## src/sv/tcfs_pkg.sv

```systemverilog
`timescale 1ns / 1ps
// shared constants, types and helpers of the timed color fade sequencer
package tcfs_pkg;

   // field widths
   localparam int COLOR_BITS     = 8;
   localparam int REG_BITS       = 24;
   localparam int ELAPSED_BITS   = 16;
   localparam int LEVEL_BITS     = 8;
   localparam int PHASE_BITS     = 3;
   localparam int CSR_IDX_BITS   = 3;
   localparam int TIMER_BITS_DEF = 24;

   // channel bookkeeping
   localparam int NUM_CHANS      = 3;
   localparam int CHAN_IDX_BITS  = 2;

   // blend numerator is channel difference times clamped timer
   localparam int NUM_BITS       = COLOR_BITS + REG_BITS;

   // brightness: sum of three channels divided by three via reciprocal
   localparam int SUM_BITS       = COLOR_BITS + 2;
   localparam int DIV3_MUL       = 683;
   localparam int DIV3_SHIFT     = 11;
   localparam int DIV3_BITS      = SUM_BITS + 10;

   // register reset values
   localparam logic [REG_BITS-1:0] DAY_TICKS_RST    = 24'd120000;
   localparam logic [REG_BITS-1:0] NIGHT_TICKS_RST  = 24'd120000;
   localparam logic [REG_BITS-1:0] FADE_TICKS_RST   = 24'd8000;
   localparam logic [REG_BITS-1:0] DAY_COLOR_RST    = 24'd9883627;
   localparam logic [REG_BITS-1:0] SUNSET_COLOR_RST = 24'd15102771;
   localparam logic [REG_BITS-1:0] NIGHT_COLOR_RST  = 24'd855322;

   typedef enum logic [PHASE_BITS-1:0] {
      PH_DAY     = 3'd0,
      PH_SUNSET  = 3'd1,
      PH_DUSK    = 3'd2,
      PH_NIGHT   = 3'd3,
      PH_SUNRISE = 3'd4
   } phase_type;

   typedef enum logic [CSR_IDX_BITS-1:0] {
      CSR_DAY_TICKS    = 3'd0,
      CSR_NIGHT_TICKS  = 3'd1,
      CSR_FADE_TICKS   = 3'd2,
      CSR_DAY_COLOR    = 3'd3,
      CSR_SUNSET_COLOR = 3'd4,
      CSR_NIGHT_COLOR  = 3'd5
   } csr_reg_type;

   // colors and duration that belong to the current phase
   typedef struct packed {
      logic [REG_BITS-1:0] from_color;
      logic [REG_BITS-1:0] to_color;
      logic [REG_BITS-1:0] dur;
      phase_type           next_phase;
   } phase_cfg_type;

   // serial divider request and response
   typedef struct packed {
      logic                start;
      logic [NUM_BITS-1:0] num;
      logic [REG_BITS-1:0] den;
   } div_req_type;

   typedef struct packed {
      logic                  done;
      logic [COLOR_BITS-1:0] quo;
   } div_rsp_type;

   // pick one channel out of a packed color, red highest
   function automatic logic [COLOR_BITS-1:0] chan_of(input logic [REG_BITS-1:0] color,
                                                     input logic [CHAN_IDX_BITS-1:0] idx);
      logic [COLOR_BITS-1:0] result;
      case (idx)
         2'd0: result = color[2*COLOR_BITS +: COLOR_BITS];
         2'd1: result = color[COLOR_BITS +: COLOR_BITS];
         default: result = color[0 +: COLOR_BITS];
      endcase
      return result;
   endfunction

endpackage

```

## src/sv/tcfs_if.sv

```systemverilog
`timescale 1ns / 1ps
// valid/ready channel interfaces for tick, result and register write transactions

interface tcfs_req_if;
   import tcfs_pkg::*;
   logic                    valid;
   logic                    ready;
   logic [ELAPSED_BITS-1:0] elapsed;
   modport source (output valid, output elapsed, input ready);
   modport sink (input valid, input elapsed, output ready);
endinterface

interface tcfs_rsp_if;
   import tcfs_pkg::*;
   logic                  valid;
   logic                  ready;
   logic [COLOR_BITS-1:0] red;
   logic [COLOR_BITS-1:0] green;
   logic [COLOR_BITS-1:0] blue;
   logic [LEVEL_BITS-1:0] brightness;
   logic [PHASE_BITS-1:0] phase;
   modport source (output valid, output red, output green, output blue,
                   output brightness, output phase, input ready);
   modport sink (input valid, input red, input green, input blue,
                 input brightness, input phase, output ready);
endinterface

interface tcfs_csr_if;
   import tcfs_pkg::*;
   logic                    valid;
   logic                    ready;
   logic [CSR_IDX_BITS-1:0] index;
   logic [REG_BITS-1:0]     data;
   modport source (output valid, output index, output data, input ready);
   modport sink (input valid, input index, input data, output ready);
endinterface

```

## src/sv/timed_color_fade_sequencer.sv

```systemverilog
`timescale 1ns / 1ps
// A tick transaction is accepted only in idle, and no new tick is taken until its result
// is loaded into the output register; zero-duration phases skip the divide, otherwise the
// 8-step bit-serial divider runs once per color channel.
// A finished result waits in the output register while the next tick is accepted.
// Reset (synchronous): day phase, phase timer zero, registers to their default values.
module timed_color_fade_sequencer #(
   parameter int TIMER_BITS = tcfs_pkg::TIMER_BITS_DEF
) (
   input logic         clock,
   input logic         reset,
   tcfs_req_if.sink    req_bus,
   tcfs_rsp_if.source  rsp_bus,
   tcfs_csr_if.sink    csr_bus
);
   import tcfs_pkg::*;

   localparam int CMP_BITS = (TIMER_BITS > REG_BITS) ? TIMER_BITS : REG_BITS;
   localparam logic [CHAN_IDX_BITS-1:0] LAST_CHAN = CHAN_IDX_BITS'(NUM_CHANS - 1);

   typedef enum logic [2:0] {
      S_IDLE,
      S_LOAD,
      S_MUL,
      S_DIV,
      S_OUT
   } state_type;

   state_type                  state_ff, state_in;
   phase_type                  phase_ff, phase_in;
   phase_type                  shown_ff, shown_in;
   logic [TIMER_BITS-1:0]      timer_ff, timer_in;
   logic [REG_BITS-1:0]        t_ff, t_in;
   logic [REG_BITS-1:0]        dur_ff, dur_in;
   logic [REG_BITS-1:0]        from_ff, from_in;
   logic [REG_BITS-1:0]        to_ff, to_in;
   logic [CHAN_IDX_BITS-1:0]   ch_ff, ch_in;
   logic [COLOR_BITS-1:0]      res_ff [NUM_CHANS];
   logic [COLOR_BITS-1:0]      res_in [NUM_CHANS];
   logic                       rsp_valid_ff, rsp_valid_in;
   logic [COLOR_BITS-1:0]      red_ff, red_in;
   logic [COLOR_BITS-1:0]      green_ff, green_in;
   logic [COLOR_BITS-1:0]      blue_ff, blue_in;
   logic [LEVEL_BITS-1:0]      bright_ff, bright_in;
   logic [PHASE_BITS-1:0]      rsp_phase_ff, rsp_phase_in;

   phase_cfg_type              phase_cfg;
   div_req_type                div_req;
   div_rsp_type                div_rsp;

   logic                       accept;
   logic [TIMER_BITS:0]        timer_sum;
   logic [CMP_BITS-1:0]        timer_ext;
   logic [CMP_BITS-1:0]        dur_ext;
   logic                       timer_lt_dur;
   logic [COLOR_BITS-1:0]      a_chan;
   logic [COLOR_BITS-1:0]      b_chan;
   logic                       falling;
   logic [COLOR_BITS-1:0]      diff_mag;
   logic [NUM_BITS-1:0]        product;
   logic [COLOR_BITS-1:0]      blend;
   logic [SUM_BITS-1:0]        chan_sum;
   logic [DIV3_BITS-1:0]       bright_prod;

   tcfs_regs u_regs (
      .clock     (clock),
      .reset     (reset),
      .csr_bus   (csr_bus),
      .phase     (phase_ff),
      .phase_cfg (phase_cfg)
   );

   tcfs_div u_div (
      .clock   (clock),
      .reset   (reset),
      .div_req (div_req),
      .div_rsp (div_rsp)
   );

   // handshake
   assign req_bus.ready = (state_ff == S_IDLE);
   assign accept        = req_bus.valid && req_bus.ready;

   // saturating timer add and end-of-phase compare
   assign timer_sum    = {1'b0, timer_ff} + (TIMER_BITS + 1)'(req_bus.elapsed);
   assign timer_ext    = CMP_BITS'(timer_ff);
   assign dur_ext      = CMP_BITS'(phase_cfg.dur);
   assign timer_lt_dur = (timer_ext < dur_ext);

   // current channel: magnitude of the difference times the clamped timer
   assign a_chan   = chan_of(from_ff, ch_ff);
   assign b_chan   = chan_of(to_ff, ch_ff);
   assign falling  = (a_chan > b_chan);
   assign diff_mag = falling ? (a_chan - b_chan) : (b_chan - a_chan);
   assign product  = NUM_BITS'(diff_mag) * NUM_BITS'(t_ff);

   // truncation toward zero: apply the sign to the unsigned quotient
   assign blend = falling ? (a_chan - div_rsp.quo) : (a_chan + div_rsp.quo);

   // brightness as sum times reciprocal of three
   assign chan_sum    = SUM_BITS'(res_ff[0]) + SUM_BITS'(res_ff[1]) + SUM_BITS'(res_ff[2]);
   assign bright_prod = DIV3_BITS'(chan_sum) * DIV3_BITS'(DIV3_MUL);

   // sequencer next state
   always_comb begin
      state_in     = state_ff;
      phase_in     = phase_ff;
      shown_in     = shown_ff;
      timer_in     = timer_ff;
      t_in         = t_ff;
      dur_in       = dur_ff;
      from_in      = from_ff;
      to_in        = to_ff;
      ch_in        = ch_ff;
      res_in       = res_ff;
      rsp_valid_in = rsp_valid_ff;
      red_in       = red_ff;
      green_in     = green_ff;
      blue_in      = blue_ff;
      bright_in    = bright_ff;
      rsp_phase_in = rsp_phase_ff;
      div_req.start = 1'b0;
      div_req.num   = product;
      div_req.den   = dur_ff;

      if (rsp_valid_ff && rsp_bus.ready) begin
         rsp_valid_in = 1'b0;
      end

      case (state_ff)
         S_IDLE: begin
            if (accept) begin
               timer_in = timer_sum[TIMER_BITS] ? '1 : timer_sum[TIMER_BITS-1:0];
               state_in = S_LOAD;
            end
         end
         // capture phase data, then advance the phase if its time is up
         S_LOAD: begin
            from_in  = phase_cfg.from_color;
            to_in    = phase_cfg.to_color;
            dur_in   = phase_cfg.dur;
            t_in     = timer_lt_dur ? timer_ext[REG_BITS-1:0] : phase_cfg.dur;
            shown_in = phase_ff;
            ch_in    = '0;
            if (!timer_lt_dur) begin
               timer_in = '0;
               phase_in = phase_cfg.next_phase;
            end
            state_in = S_MUL;
         end
         // zero duration shows the end color without a divide
         S_MUL: begin
            if (dur_ff == '0) begin
               res_in[0] = res_ff[1];
               res_in[1] = res_ff[2];
               res_in[2] = b_chan;
               if (ch_ff == LAST_CHAN) begin
                  state_in = S_OUT;
               end else begin
                  ch_in = ch_ff + 1'b1;
               end
            end else begin
               div_req.start = 1'b1;
               state_in      = S_DIV;
            end
         end
         S_DIV: begin
            if (div_rsp.done) begin
               res_in[0] = res_ff[1];
               res_in[1] = res_ff[2];
               res_in[2] = blend;
               if (ch_ff == LAST_CHAN) begin
                  state_in = S_OUT;
               end else begin
                  ch_in    = ch_ff + 1'b1;
                  state_in = S_MUL;
               end
            end
         end
         // load the output register once it is free
         S_OUT: begin
            if (!rsp_valid_ff || rsp_bus.ready) begin
               rsp_valid_in = 1'b1;
               red_in       = res_ff[0];
               green_in     = res_ff[1];
               blue_in      = res_ff[2];
               bright_in    = bright_prod[DIV3_SHIFT +: LEVEL_BITS];
               rsp_phase_in = shown_ff;
               state_in     = S_IDLE;
            end
         end
         default: begin
            state_in = S_IDLE;
         end
      endcase
   end

   // state and output registers
   always_ff @(posedge clock) begin
      if (reset) begin
         state_ff     <= S_IDLE;
         phase_ff     <= PH_DAY;
         timer_ff     <= '0;
         ch_ff        <= '0;
         rsp_valid_ff <= 1'b0;
      end else begin
         state_ff     <= state_in;
         phase_ff     <= phase_in;
         timer_ff     <= timer_in;
         ch_ff        <= ch_in;
         rsp_valid_ff <= rsp_valid_in;
      end
      shown_ff     <= shown_in;
      t_ff         <= t_in;
      dur_ff       <= dur_in;
      from_ff      <= from_in;
      to_ff        <= to_in;
      res_ff       <= res_in;
      red_ff       <= red_in;
      green_ff     <= green_in;
      blue_ff      <= blue_in;
      bright_ff    <= bright_in;
      rsp_phase_ff <= rsp_phase_in;
   end

   assign rsp_bus.valid      = rsp_valid_ff;
   assign rsp_bus.red        = red_ff;
   assign rsp_bus.green      = green_ff;
   assign rsp_bus.blue       = blue_ff;
   assign rsp_bus.brightness = bright_ff;
   assign rsp_bus.phase      = rsp_phase_ff;

   // phase only moves on right after the load step
   a_phase_step: assert property (@(posedge clock) disable iff (reset)
      (!$past(reset) && (phase_ff != $past(phase_ff))) |-> $past(state_ff == S_LOAD))
      else $error("phase changed outside the load step");

   // a result only appears from the output step
   a_rsp_source: assert property (@(posedge clock) disable iff (reset)
      $rose(rsp_valid_ff) |-> $past(state_ff == S_OUT))
      else $error("result raised outside the output step");

   // divider completion is only seen while waiting for it
   a_div_wait: assert property (@(posedge clock) disable iff (reset)
      div_rsp.done |-> (state_ff == S_DIV))
      else $error("divider finished while not waited for");

endmodule

```

## src/sv/tcfs_regs.sv

```systemverilog
`timescale 1ns / 1ps
// configuration registers and per-phase color and duration selection
module tcfs_regs (
   input  logic                    clock,
   input  logic                    reset,
   tcfs_csr_if.sink                csr_bus,
   input  tcfs_pkg::phase_type     phase,
   output tcfs_pkg::phase_cfg_type phase_cfg
);
   import tcfs_pkg::*;

   logic [REG_BITS-1:0] day_ticks_ff;
   logic [REG_BITS-1:0] night_ticks_ff;
   logic [REG_BITS-1:0] fade_ticks_ff;
   logic [REG_BITS-1:0] day_color_ff;
   logic [REG_BITS-1:0] sunset_color_ff;
   logic [REG_BITS-1:0] night_color_ff;

   // writes are always accepted
   assign csr_bus.ready = 1'b1;

   // register file, out-of-range indexes dropped
   always_ff @(posedge clock) begin
      if (reset) begin
         day_ticks_ff    <= DAY_TICKS_RST;
         night_ticks_ff  <= NIGHT_TICKS_RST;
         fade_ticks_ff   <= FADE_TICKS_RST;
         day_color_ff    <= DAY_COLOR_RST;
         sunset_color_ff <= SUNSET_COLOR_RST;
         night_color_ff  <= NIGHT_COLOR_RST;
      end else if (csr_bus.valid) begin
         case (csr_bus.index)
            CSR_DAY_TICKS:    day_ticks_ff    <= csr_bus.data;
            CSR_NIGHT_TICKS:  night_ticks_ff  <= csr_bus.data;
            CSR_FADE_TICKS:   fade_ticks_ff   <= csr_bus.data;
            CSR_DAY_COLOR:    day_color_ff    <= csr_bus.data;
            CSR_SUNSET_COLOR: sunset_color_ff <= csr_bus.data;
            CSR_NIGHT_COLOR:  night_color_ff  <= csr_bus.data;
            default: ;
         endcase
      end
   end

   // endpoints and duration of the current phase; hold phases blend a color with itself
   always_comb begin
      case (phase)
         PH_SUNSET: begin
            phase_cfg.from_color = day_color_ff;
            phase_cfg.to_color   = sunset_color_ff;
            phase_cfg.dur        = fade_ticks_ff;
            phase_cfg.next_phase = PH_DUSK;
         end
         PH_DUSK: begin
            phase_cfg.from_color = sunset_color_ff;
            phase_cfg.to_color   = night_color_ff;
            phase_cfg.dur        = fade_ticks_ff;
            phase_cfg.next_phase = PH_NIGHT;
         end
         PH_NIGHT: begin
            phase_cfg.from_color = night_color_ff;
            phase_cfg.to_color   = night_color_ff;
            phase_cfg.dur        = night_ticks_ff;
            phase_cfg.next_phase = PH_SUNRISE;
         end
         PH_SUNRISE: begin
            phase_cfg.from_color = night_color_ff;
            phase_cfg.to_color   = day_color_ff;
            phase_cfg.dur        = fade_ticks_ff;
            phase_cfg.next_phase = PH_DAY;
         end
         default: begin
            phase_cfg.from_color = day_color_ff;
            phase_cfg.to_color   = day_color_ff;
            phase_cfg.dur        = day_ticks_ff;
            phase_cfg.next_phase = PH_SUNSET;
         end
      endcase
   end

endmodule

```

## src/sv/tcfs_div.sv

```systemverilog
`timescale 1ns / 1ps
// bit-serial restoring divider, one quotient bit per cycle
module tcfs_div (
   input  logic                  clock,
   input  logic                  reset,
   input  tcfs_pkg::div_req_type div_req,
   output tcfs_pkg::div_rsp_type div_rsp
);
   import tcfs_pkg::*;

   localparam int CNT_BITS = $clog2(COLOR_BITS + 1);

   logic [REG_BITS-1:0]   rem_ff, rem_in;
   logic [REG_BITS-1:0]   den_ff, den_in;
   logic [COLOR_BITS-1:0] low_ff, low_in;
   logic [COLOR_BITS-1:0] quo_ff, quo_in;
   logic [CNT_BITS-1:0]   cnt_ff, cnt_in;
   logic                  done_ff, done_in;
   logic [REG_BITS:0]     trial;
   logic                  take;

   // quotient is known to fit in one channel, so the upper numerator bits
   // start out as the partial remainder and the low bits shift in one a cycle
   always_comb begin
      trial   = {rem_ff, low_ff[COLOR_BITS-1]};
      take    = (trial >= {1'b0, den_ff});
      rem_in  = rem_ff;
      den_in  = den_ff;
      low_in  = low_ff;
      quo_in  = quo_ff;
      cnt_in  = cnt_ff;
      done_in = 1'b0;
      if (div_req.start) begin
         rem_in = div_req.num[NUM_BITS-1 -: REG_BITS];
         low_in = div_req.num[COLOR_BITS-1:0];
         den_in = div_req.den;
         quo_in = '0;
         cnt_in = CNT_BITS'(COLOR_BITS);
      end else if (cnt_ff != '0) begin
         rem_in  = take ? REG_BITS'(trial - {1'b0, den_ff}) : trial[REG_BITS-1:0];
         low_in  = {low_ff[COLOR_BITS-2:0], 1'b0};
         quo_in  = {quo_ff[COLOR_BITS-2:0], take};
         cnt_in  = cnt_ff - 1'b1;
         done_in = (cnt_ff == CNT_BITS'(1));
      end
   end

   always_ff @(posedge clock) begin
      if (reset) begin
         cnt_ff  <= '0;
         done_ff <= 1'b0;
      end else begin
         cnt_ff  <= cnt_in;
         done_ff <= done_in;
      end
      rem_ff <= rem_in;
      den_ff <= den_in;
      low_ff <= low_in;
      quo_ff <= quo_in;
   end

   assign div_rsp.done = done_ff;
   assign div_rsp.quo  = quo_ff;

   // a new division only starts on an idle unit
   a_start_idle: assert property (@(posedge clock) disable iff (reset)
      div_req.start |-> (cnt_ff == '0))
      else $error("divider started while busy");

   // divisor is never zero
   a_den_nonzero: assert property (@(posedge clock) disable iff (reset)
      div_req.start |-> (div_req.den != '0))
      else $error("divider started with zero divisor");

   // final remainder is below the divisor
   a_rem_range: assert property (@(posedge clock) disable iff (reset)
      done_ff |-> (rem_ff < den_ff))
      else $error("divider remainder out of range");

endmodule
```

## src/flat_wrapper.sv

```systemverilog
// flat-port wrapper written by rule: the top's interface ports become plain ports
module timed_color_fade_sequencer_flat import tcfs_pkg::*;
#(
   parameter int TIMER_BITS = tcfs_pkg::TIMER_BITS_DEF
)
  (clock, reset, req_bus_valid, req_bus_elapsed, req_bus_ready, rsp_bus_valid, rsp_bus_red, rsp_bus_green, rsp_bus_blue, rsp_bus_brightness, rsp_bus_phase, rsp_bus_ready, csr_bus_valid, csr_bus_index, csr_bus_data, csr_bus_ready);
  tcfs_req_if req_bus_i ();
  tcfs_rsp_if rsp_bus_i ();
  tcfs_csr_if csr_bus_i ();
  input logic clock;
  input logic reset;
  input wire logic [$bits(req_bus_i.valid)-1:0] req_bus_valid;
  input wire logic [$bits(req_bus_i.elapsed)-1:0] req_bus_elapsed;
  output wire logic [$bits(req_bus_i.ready)-1:0] req_bus_ready;
  output wire logic [$bits(rsp_bus_i.valid)-1:0] rsp_bus_valid;
  output wire logic [$bits(rsp_bus_i.red)-1:0] rsp_bus_red;
  output wire logic [$bits(rsp_bus_i.green)-1:0] rsp_bus_green;
  output wire logic [$bits(rsp_bus_i.blue)-1:0] rsp_bus_blue;
  output wire logic [$bits(rsp_bus_i.brightness)-1:0] rsp_bus_brightness;
  output wire logic [$bits(rsp_bus_i.phase)-1:0] rsp_bus_phase;
  input wire logic [$bits(rsp_bus_i.ready)-1:0] rsp_bus_ready;
  input wire logic [$bits(csr_bus_i.valid)-1:0] csr_bus_valid;
  input wire logic [$bits(csr_bus_i.index)-1:0] csr_bus_index;
  input wire logic [$bits(csr_bus_i.data)-1:0] csr_bus_data;
  output wire logic [$bits(csr_bus_i.ready)-1:0] csr_bus_ready;
  assign req_bus_i.valid = req_bus_valid;
  assign req_bus_i.elapsed = req_bus_elapsed;
  assign req_bus_ready = req_bus_i.ready;
  assign rsp_bus_valid = rsp_bus_i.valid;
  assign rsp_bus_red = rsp_bus_i.red;
  assign rsp_bus_green = rsp_bus_i.green;
  assign rsp_bus_blue = rsp_bus_i.blue;
  assign rsp_bus_brightness = rsp_bus_i.brightness;
  assign rsp_bus_phase = rsp_bus_i.phase;
  assign rsp_bus_i.ready = rsp_bus_ready;
  assign csr_bus_i.valid = csr_bus_valid;
  assign csr_bus_i.index = csr_bus_index;
  assign csr_bus_i.data = csr_bus_data;
  assign csr_bus_ready = csr_bus_i.ready;
  timed_color_fade_sequencer #(.TIMER_BITS(TIMER_BITS)) u_core (.clock(clock), .reset(reset), .req_bus(req_bus_i), .rsp_bus(rsp_bus_i), .csr_bus(csr_bus_i));
endmodule
```

## config.mk

```make
export PLATFORM = sky130hd
export DESIGN_NAME = timed_color_fade_sequencer_flat
export DESIGN_NICKNAME = d
export VERILOG_FILES = /design/src/sv/tcfs_pkg.sv /design/src/sv/tcfs_if.sv /design/src/sv/timed_color_fade_sequencer.sv /design/src/sv/tcfs_regs.sv /design/src/sv/tcfs_div.sv /design/src/flat_wrapper.sv
export SDC_FILE = /design/constraint.sdc
export NUM_CORES = 2
export LEC_CHECK = 0
export ABC_CLOCK_PERIOD_IN_PS = 13200
export BUFFER_PORTS_ARGS = -buffer_cell sky130_fd_sc_hd__buf_2
export CAP_MARGIN = 20
export CORE_UTILIZATION = 40
export DETAILED_ROUTE_END_ITERATION = 7
export GPL_TIMING_DRIVEN = 1
export HOLD_SLACK_MARGIN = 0.05
export PLACE_DENSITY_LB_ADDON = 0.3
export SLEW_MARGIN = 20
export SYNTH_ARGS = -nofsm -noshare
export SYNTH_HDL_FRONTEND = slang
export SYNTH_HIERARCHICAL = 1
export SYNTH_SLANG_ARGS = --single-unit
export TNS_END_PERCENT = 50
```

## constraint.sdc

```tcl
create_clock -name clock -period 13.2 [get_ports clock]
set_input_delay 2.64 -clock clock [delete_from_list [all_inputs] [get_ports clock]]
set_output_delay 2.64 -clock clock [all_outputs]
set_load 0.05 [all_outputs]
```

==> out/summary.txt <==
commonest non-fill, non-tap cells in the layout - nand2_1, inv_1, a21oi_1, edfxtp_1, ha_1
Ys Warns - 6
CP required - 13530 ps
worst hold path class - reg2reg
worst hold stages - 0
Layout area overhead - 10.29%
fraction of the yosys area taken by sequential cells - 36.04%
post-synthesis cell area - 28380 µm²
Reg area - 10230 µm²
Clk Latency, worst-skew pair - 610 ps
Setup Crit Path Kind - reg2reg
final worst path period share - 78.46%
count of cell types in the netlist - 103
initial antenna violation count - 4
Routed WL - 71.55 mm
DRC - 0
GR Overflow Total - 0
Final HPWL DP - 51.67 mm
outcome - finished, final reports clean
Avg Inst Size Synth - 9.683 µm²
root buffer cell - clkbuf_16
Worst Clk Skew - 41.90 ps
drt wl/cell - 18.20 µm
CTS tree - built
post-CTS setup buffers - 0
EDFF count, synth - 214
GR Util met1 - 27.86%
Critical Path Start Type - register
Die H - 268.4 µm
final hold violations - 0
Max-cap violations - 0
synthesized flop and latch total - 404
Vias - 21.06k
Primary FF master, synth - edfxtp_1
Critical Path Fanout Max - 24
die extent in x - 268.4 µm
via/cell ratio - 5.357
global-route wire length before repair - 112.7 mm
DRT iter0 DRCs - 1518
hold endpoint - u_core/rsp_bus.phase[0]
footprint of the multi-input gates - 16610 µm²
Hold Startpoint - u_core/shown_ff[0]
CTS Sinks - 404
pins over their slew limit - 0
H-Tree Level Count - 2
cts-stage hold buffer count - 0
RSZ-0062 raised after global routing - no
Max Clock Freq - 96.55 MHz
minimum clock period - 10360 ps
# IOs - 86
Reg2Reg Launch Point - u_core/ch_ff[0]
FP Rows - 97
crit-path most repeated cell - a21o_1
M2 GR Usage - 31.58%
ranking of synthesized cells by area - edfxtp_1, dfxtp_1, fa_1
cell count after synthesis - 2931
share of Yosys cell area claimed by the top area cell type - 22.64%
final net count - 3368
commonest non-fill, non-tap cell in the layout - nand2_1
Tot GR Track Use - 19.82%
leading area contributor after synthesis - edfxtp_1
fraction of layout cells with a size suffix above 1 - 10.63%
vias in the first global route - 20.20k
filler instances - 6827
syn_nets - 3346
worst reg-to-reg path cell count - 37
Worst Tran Pin Value - 1110 ps
Post-DRT Antenna Nets - 0
CTS Buf Count - 46
n_diodes - 0
port bufs - 84
reg-to-reg endpoint - u_core/u_div/rem_ff[22]
clock tree buffer depth - 3
arrival time of the worst setup path - 10690 ps
Initial Util - 40.46%
area of the core - 70150 µm²
TNS Setup - 0 ps
clock-pin slew on the worst setup and hold paths - 60 ps
drt pass-1 iters - 6
met3 GRT Util - 3.216%
final setup vio count - 0
worst relative slew slack - 25.99%
Most Used Layer, Global Route - met2
largest net degree at the start of global routing - 132
die area - 72030 µm²
Resized cells post-CTS - 0
crit-path max cell delay - 670 ps
ys async rst share - 0%
reg2reg setup slack - 2840 ps
RD Place Congestion - 0.8941
endpoint type of the worst setup path - register
Slowest-stage cell, CP - nor2_2
[kinds of logic (layout without fill, tap and decap cells)]
kind of cell | count (synthesis) | in the layout | synth area share (%)
and+or+nand+nor | 981 | 981 | 17.38
AOI/OAI and AO/OA | 637 | 637 | 15.53
DFF | 404 | 404 | 36.04
buffers and inverters | 400 | 460 | 5.704
adders and majority gates | 369 | 369 | 20.61
xor gates and xnor gates | 94 | 94 | 2.976
muxes | 45 | 45 | 1.741
other | 1 | 1 | 0.01321
[synthesized netlist by cell type (all sizes together) (6+ instances only)]
cell type / instances
xor2: 21
o211ai: 14
fa: 165
clkbuf: 84
nand4: 8
a21oi: 220
mux2i: 13
o21a: 12
xnor2: 72
nand2b: 34
or3: 6
a21boi: 6
ha: 202
nor2b: 71
a22oi: 29
buf: 62
edfxtp: 214
a2111oi: 6
a311oi: 7
a211oi: 22
or2: 7
o32a: 9
inv: 252
o21bai: 12
nand2: 391
nand3b: 41
nand3: 37
dfxtp: 190
o311ai: 11
nor4: 11
o21ai: 103
a22o: 13
o221a: 48
a21o: 50
and3: 21
a31o: 6
a31oi: 14
and2: 128
mux2: 32
nor2: 104
o22a: 17
nor3: 89
[critical path, delay by kind of cell (launching register included)]
kind / cells / cell delay, ps
AO/OA/AOI/OAI: 17 / 4210
XOR/XNOR: 2 / 250
adder cells (fa/ha/maj): 7 / 3010
buffers and inverters: 5 / 560
flip-flops: 1 / 370
AND/OR/NAND/NOR: 6 / 1710
[how the worst max path moves through the flow]
stage / slack, ps / depth (start not counted) / startpoint / end
finish: 2840 / 37 / u_core/ch_ff[0] / u_core/u_div/rem_ff[22]
global route: 2260 / 35 / u_core/ch_ff[0] / u_core/u_div/rem_ff[23]
CTS: 3020 / 37 / u_core/ch_ff[0] / u_core/u_div/rem_ff[22]
detailed placement: 3040 / 37 / u_core/ch_ff[0] / u_core/u_div/rem_ff[22]
global placement: 3220 / 37 / u_core/ch_ff[0] / u_core/u_div/rem_ff[22]
floorplan: 4000 / 39 / u_core/ch_ff[0] / u_core/u_div/rem_ff[22]
[through the flow]
step / instance area, µm² / hold slack (ps) / std cells / setup slack, ps / util, %
finish: 31300 / 421.2 / 3931 / 2843 / 44.62
global route: 31300 / 441.3 / 3931 / 2261 / 44.62
CTS: 31300 / 418.8 / 3931 / 3024 / 44.62
detailed placement: 29680 / 418.5 / 3845 / 3040 / 42.30
global placement: 29660 / 401.5 / 3844 / 3216 / 42.28
floorplan: 28380 / 400.3 / 2931 / 4005 / -
[per-layer routing]
metal  share of wire [%]  routed length, µm
met1                  47              33470
met2                  45              32420
met3                 5.7               4074
met5               0.056                 40
met4                 2.2               1544
[layout make-up]
class / instances / share of cell area (%)
Multi-Input combinational cell: 2127 / 53.05
Timing Repair Buffer: 120 / 2.250
Clock inverter: 27 / 1.327
Tap cell: 940 / 3.757
Clock buffer: 59 / 3.865
Inverter: 254 / 3.054
Sequential cell: 404 / 32.69
Power is not shown: default switching activity piles up to over one toggle a cycle in this logic, so the estimate is an artifact.
